## src/rtl/ffa_pkg.sv

```systemverilog
// Shared types and constants for the first-fit free-list allocator.
// Used by ffa_cell, ffa_proc and the top level; depends on nothing.
package ffa_pkg;

  localparam int TABLE_ENTRIES = 1024;
  localparam int IDX_W = $clog2(TABLE_ENTRIES);
  localparam int CNT_W = $clog2(TABLE_ENTRIES + 1);

  localparam logic [31:0] PAGE_ROUND_ADD  = 32'h0000_0fff;
  localparam logic [31:0] PAGE_ROUND_MASK = 32'hffff_f000;

  localparam logic KIND_ALLOC   = 1'b0;
  localparam logic KIND_RELEASE = 1'b1;

  localparam logic [1:0] ST_OK    = 2'd0;
  localparam logic [1:0] ST_NOFIT = 2'd1;
  localparam logic [1:0] ST_LOST  = 2'd2;

  localparam int OUT_BITS = 32 + 2 + 32 + CNT_W + CNT_W + 32 + 32;
  localparam int OUT_W    = ((OUT_BITS + 7) / 8) * 8;
  localparam int IN_W     = 64;

  typedef struct packed {
    logic [31:0] start;
    logic [31:0] len;
  } entry_t;

  typedef struct packed {
    logic        kind;
    logic [31:0] size;
    logic [31:0] addr;
  } req_t;

  typedef struct packed {
    logic [31:0]      lost_bytes;
    logic [31:0]      lost_count;
    logic [CNT_W-1:0] peak_entries;
    logic [CNT_W-1:0] entries_used;
    logic [31:0]      total_free;
    logic [1:0]       status;
    logic [31:0]      granted_addr;
  } result_t;

endpackage

```

## src/rtl/ffa_cell.sv

```systemverilog
// One table cell of the free-region ring: holds one (start, length) entry.
// Depends on ffa_pkg.
module ffa_cell (
  input  logic            clk_i,
  input  logic            shift_i,
  input  ffa_pkg::entry_t d_i,
  output ffa_pkg::entry_t q_o
);
  import ffa_pkg::*;

  entry_t entry_q;

  always_ff @(posedge clk_i) begin
    if (shift_i) begin
      entry_q <= d_i;
    end
  end

  assign q_o = entry_q;

endmodule

```

## config.mk

```make
export PLATFORM = sky130hd
export DESIGN_NAME = ffa_cell
export DESIGN_NICKNAME = d
export VERILOG_FILES = /design/src/rtl/ffa_pkg.sv /design/src/rtl/ffa_cell.sv
export SDC_FILE = /design/constraint.sdc
export NUM_CORES = 1
export LEC_CHECK = 0
export ABC_CLOCK_PERIOD_IN_PS = 800
export BUFFER_PORTS_ARGS = -buffer_cell sky130_fd_sc_hd__buf_2
export CORE_UTILIZATION = 40
export DETAILED_ROUTE_END_ITERATION = 10
export HOLD_SLACK_MARGIN = 0.03
export PLACE_DENSITY = 0.87
export SLEW_MARGIN = 15
export SYNTH_ARGS = -nofsm -noshare
export SYNTH_HDL_FRONTEND = slang
export SYNTH_SLANG_ARGS = --single-unit
```

## constraint.sdc

```tcl
create_clock -name clk_i -period 0.8 [get_ports clk_i]
set_clock_uncertainty 0.15 [all_clocks]
set_input_delay 0.16 -clock clk_i [delete_from_list [all_inputs] [get_ports clk_i]]
set_output_delay 0.16 -clock clk_i [all_outputs]
set_load 0.02 [all_outputs]
```

==> results.md <==
- WL per Instance: 15.1 um
- Setup WS post-layout: -0.395 ns
- Total GRT Usage: 15.4%
- Critical path class: flop to output port
- Cell area after layout: 3100 sq um
- Die height: 71.3 um
- Critical path's top delay family: flip-flops
- N_diodes: 0
- H-tree Lvls: 3
- Worst path slowest cell: edfxtp_1
- Multi-input logic area: 0 sq um
- Synth top area share: 100%
- Number of global-route vias before repair: 1206
- Clock buffer depth: 2
- Cells taking the most area after synthesis: edfxtp_1 100%
- Worst setup SP type: flop
- Post-route DRC: 9
- Top Ports: 130
- Max Cap Viol: 0
- Largest register FFs: 64
- Cell variety after synth: 1
- Core Region: 4470 sq um
- Primary FF master, synth: edfxtp_1
- Antenna Violating Nets Remaining: 0
- Crit share post-route: 149%
- Peak supply drop: 1.60 mV
- Grt ovf: 0
- Seq/Total Area, Yosys: 100%
- Routed WL: 3.97 mm
- Slowest stage delay, CP: 0.41 ns
- Hold Slack: -0.151 ns
- Syn Nets: 130
- Initial antenna violation count: 0
- Yosys top cell by area: edfxtp_1
- LEAKAGE: 0.00133 uW
- Pwr/cell area: 2450 nW/um^2
- Num rows: 24
- Failing checks: DRC, hold timing, setup timing
- Die Span X: 71.3 um
- Async S/R FF share, synth: 0%
- Vias per cell: 4.48
- CP bufs+invs: 1
- Post-Syn Area: 1920 sq um
- EDFF count, synth: 64
- Mapped Cells: 64
- Die area: 5090 sq um
- Via count: 1178
- Slew HR: 87.7%
- Max frequency: 837 MHz
- Status: finished, violations left
- Number of buffers created by CTS: 9
- Most frequent cells after synthesis: 64 x edfxtp_1
- Clock Sinks: 64
- Fillers: 286
- Reg area: 1920 sq um
- RSZ-0062 raised after global routing: yes
- Layout cells sized above 1: 68.7%
- Setup crit end kind: output port
- Crit-path max FO: 1
- Count of final setup violators: 64
- Critical Path RT: 0.49 ns
- Most frequent cell after synthesis: edfxtp_1
- Crit path time final: 1.20 ns
- Clk slew on worst S/H paths: 0.07 ns
- Detailed Routing Iterations Pass 1: 7
- CTS tree: done
- First-pass GRT wire length: 5.38 mm
- Initial DRC count: 68
- Worst Path Arrival: 0.89 ns
- Final Slew Violations: 0
- Syn Area/Cell: 30.0 sq um
- Initial Util: 43.0%
- Routability cong.: 0.651
- Final Hold Fails: 64
- CTS root buf: clkbuf_8
- Area Growth Syn to Fin: 61.3%
- Synthesis-stage register bit count: 64
- Port-buffer cells: 129
- Synth warn: 0
- Largest net degree at the start of global routing: 35
- Critical path cell sequence: buf_6
- Setup TNS Final: -23.30 ns
- Multi-input logic cell count: 0
- NumNets Final: 273
- Placed inst area: 2680 sq um
- Hold Path Class: input port to flop
- Slew of the pin with the lowest slew margin: 0.185 ns
[worst paths after layout]
kind	cells after the start	from	end
max	1	q_o[18]	q_o[18]
min	1	d_i[38]	q_o[38]
[area by class of cell]
| class | instances | share of cell area [%] |
|---|---|---|
| timing repair buffer | 132 | 30.2 |
| tap | 52 | 2.10 |
| sequential | 64 | 62.0 |
| clock inverter | 5 | 1.57 |
| clock buffer | 10 | 4.12 |
[kinds of logic after synthesis]
family	count (synthesis)	share of synthesized area [%]
flops	64	100
[power breakdown]
group / switching (uW) / internal, uW
registers: 97.8 / 3990
logic: 533 / 476
clock network: 1120 / 1390
[layer usage]
metal	GRT usage, %	part of all wire [%]
met5	0	0
met4	10.7	1.5
met3	8.30	9.6
met2	25.2	53
met1	15.0	36
[layout by cell type, fill, tap and decap left out]
master     count
buf_2         90
buf_4          1
buf_6         39
edfxtp_1      64
bufinv_16      1
clkinv_2       3
buf_12         2
clkbuf_1       1
clkinv_1       1
clkbuf_8       9
[through the flow]
| step | cells | hold slack [ns] | total power, uW | utilization (%) | setup slack [ns] |
|---|---|---|---|---|---|
| after floorplan | 64 | 0.109 | 4480 | - | 0.0405 |
| after global placement | 248 | 0.186 | 4920 | 59.9 | -0.195 |
| after detailed placement | 248 | 0.188 | 4960 | 59.9 | -0.214 |
| after CTS | 263 | -0.165 | 7510 | 65.1 | -0.428 |
| after global routing | 263 | -0.178 | 7880 | 69.3 | -0.448 |
| final | 263 | -0.151 | 7610 | 69.3 | -0.395 |
[what timing repair did]
item,in CTS,in global routing
gates resized for setup,18,60
setup endpoints to repair,64,64
setup buffers,0,0
hold endpoints to repair,64,64
pin swaps,0,0
Power figures use the tool's default switching activity.
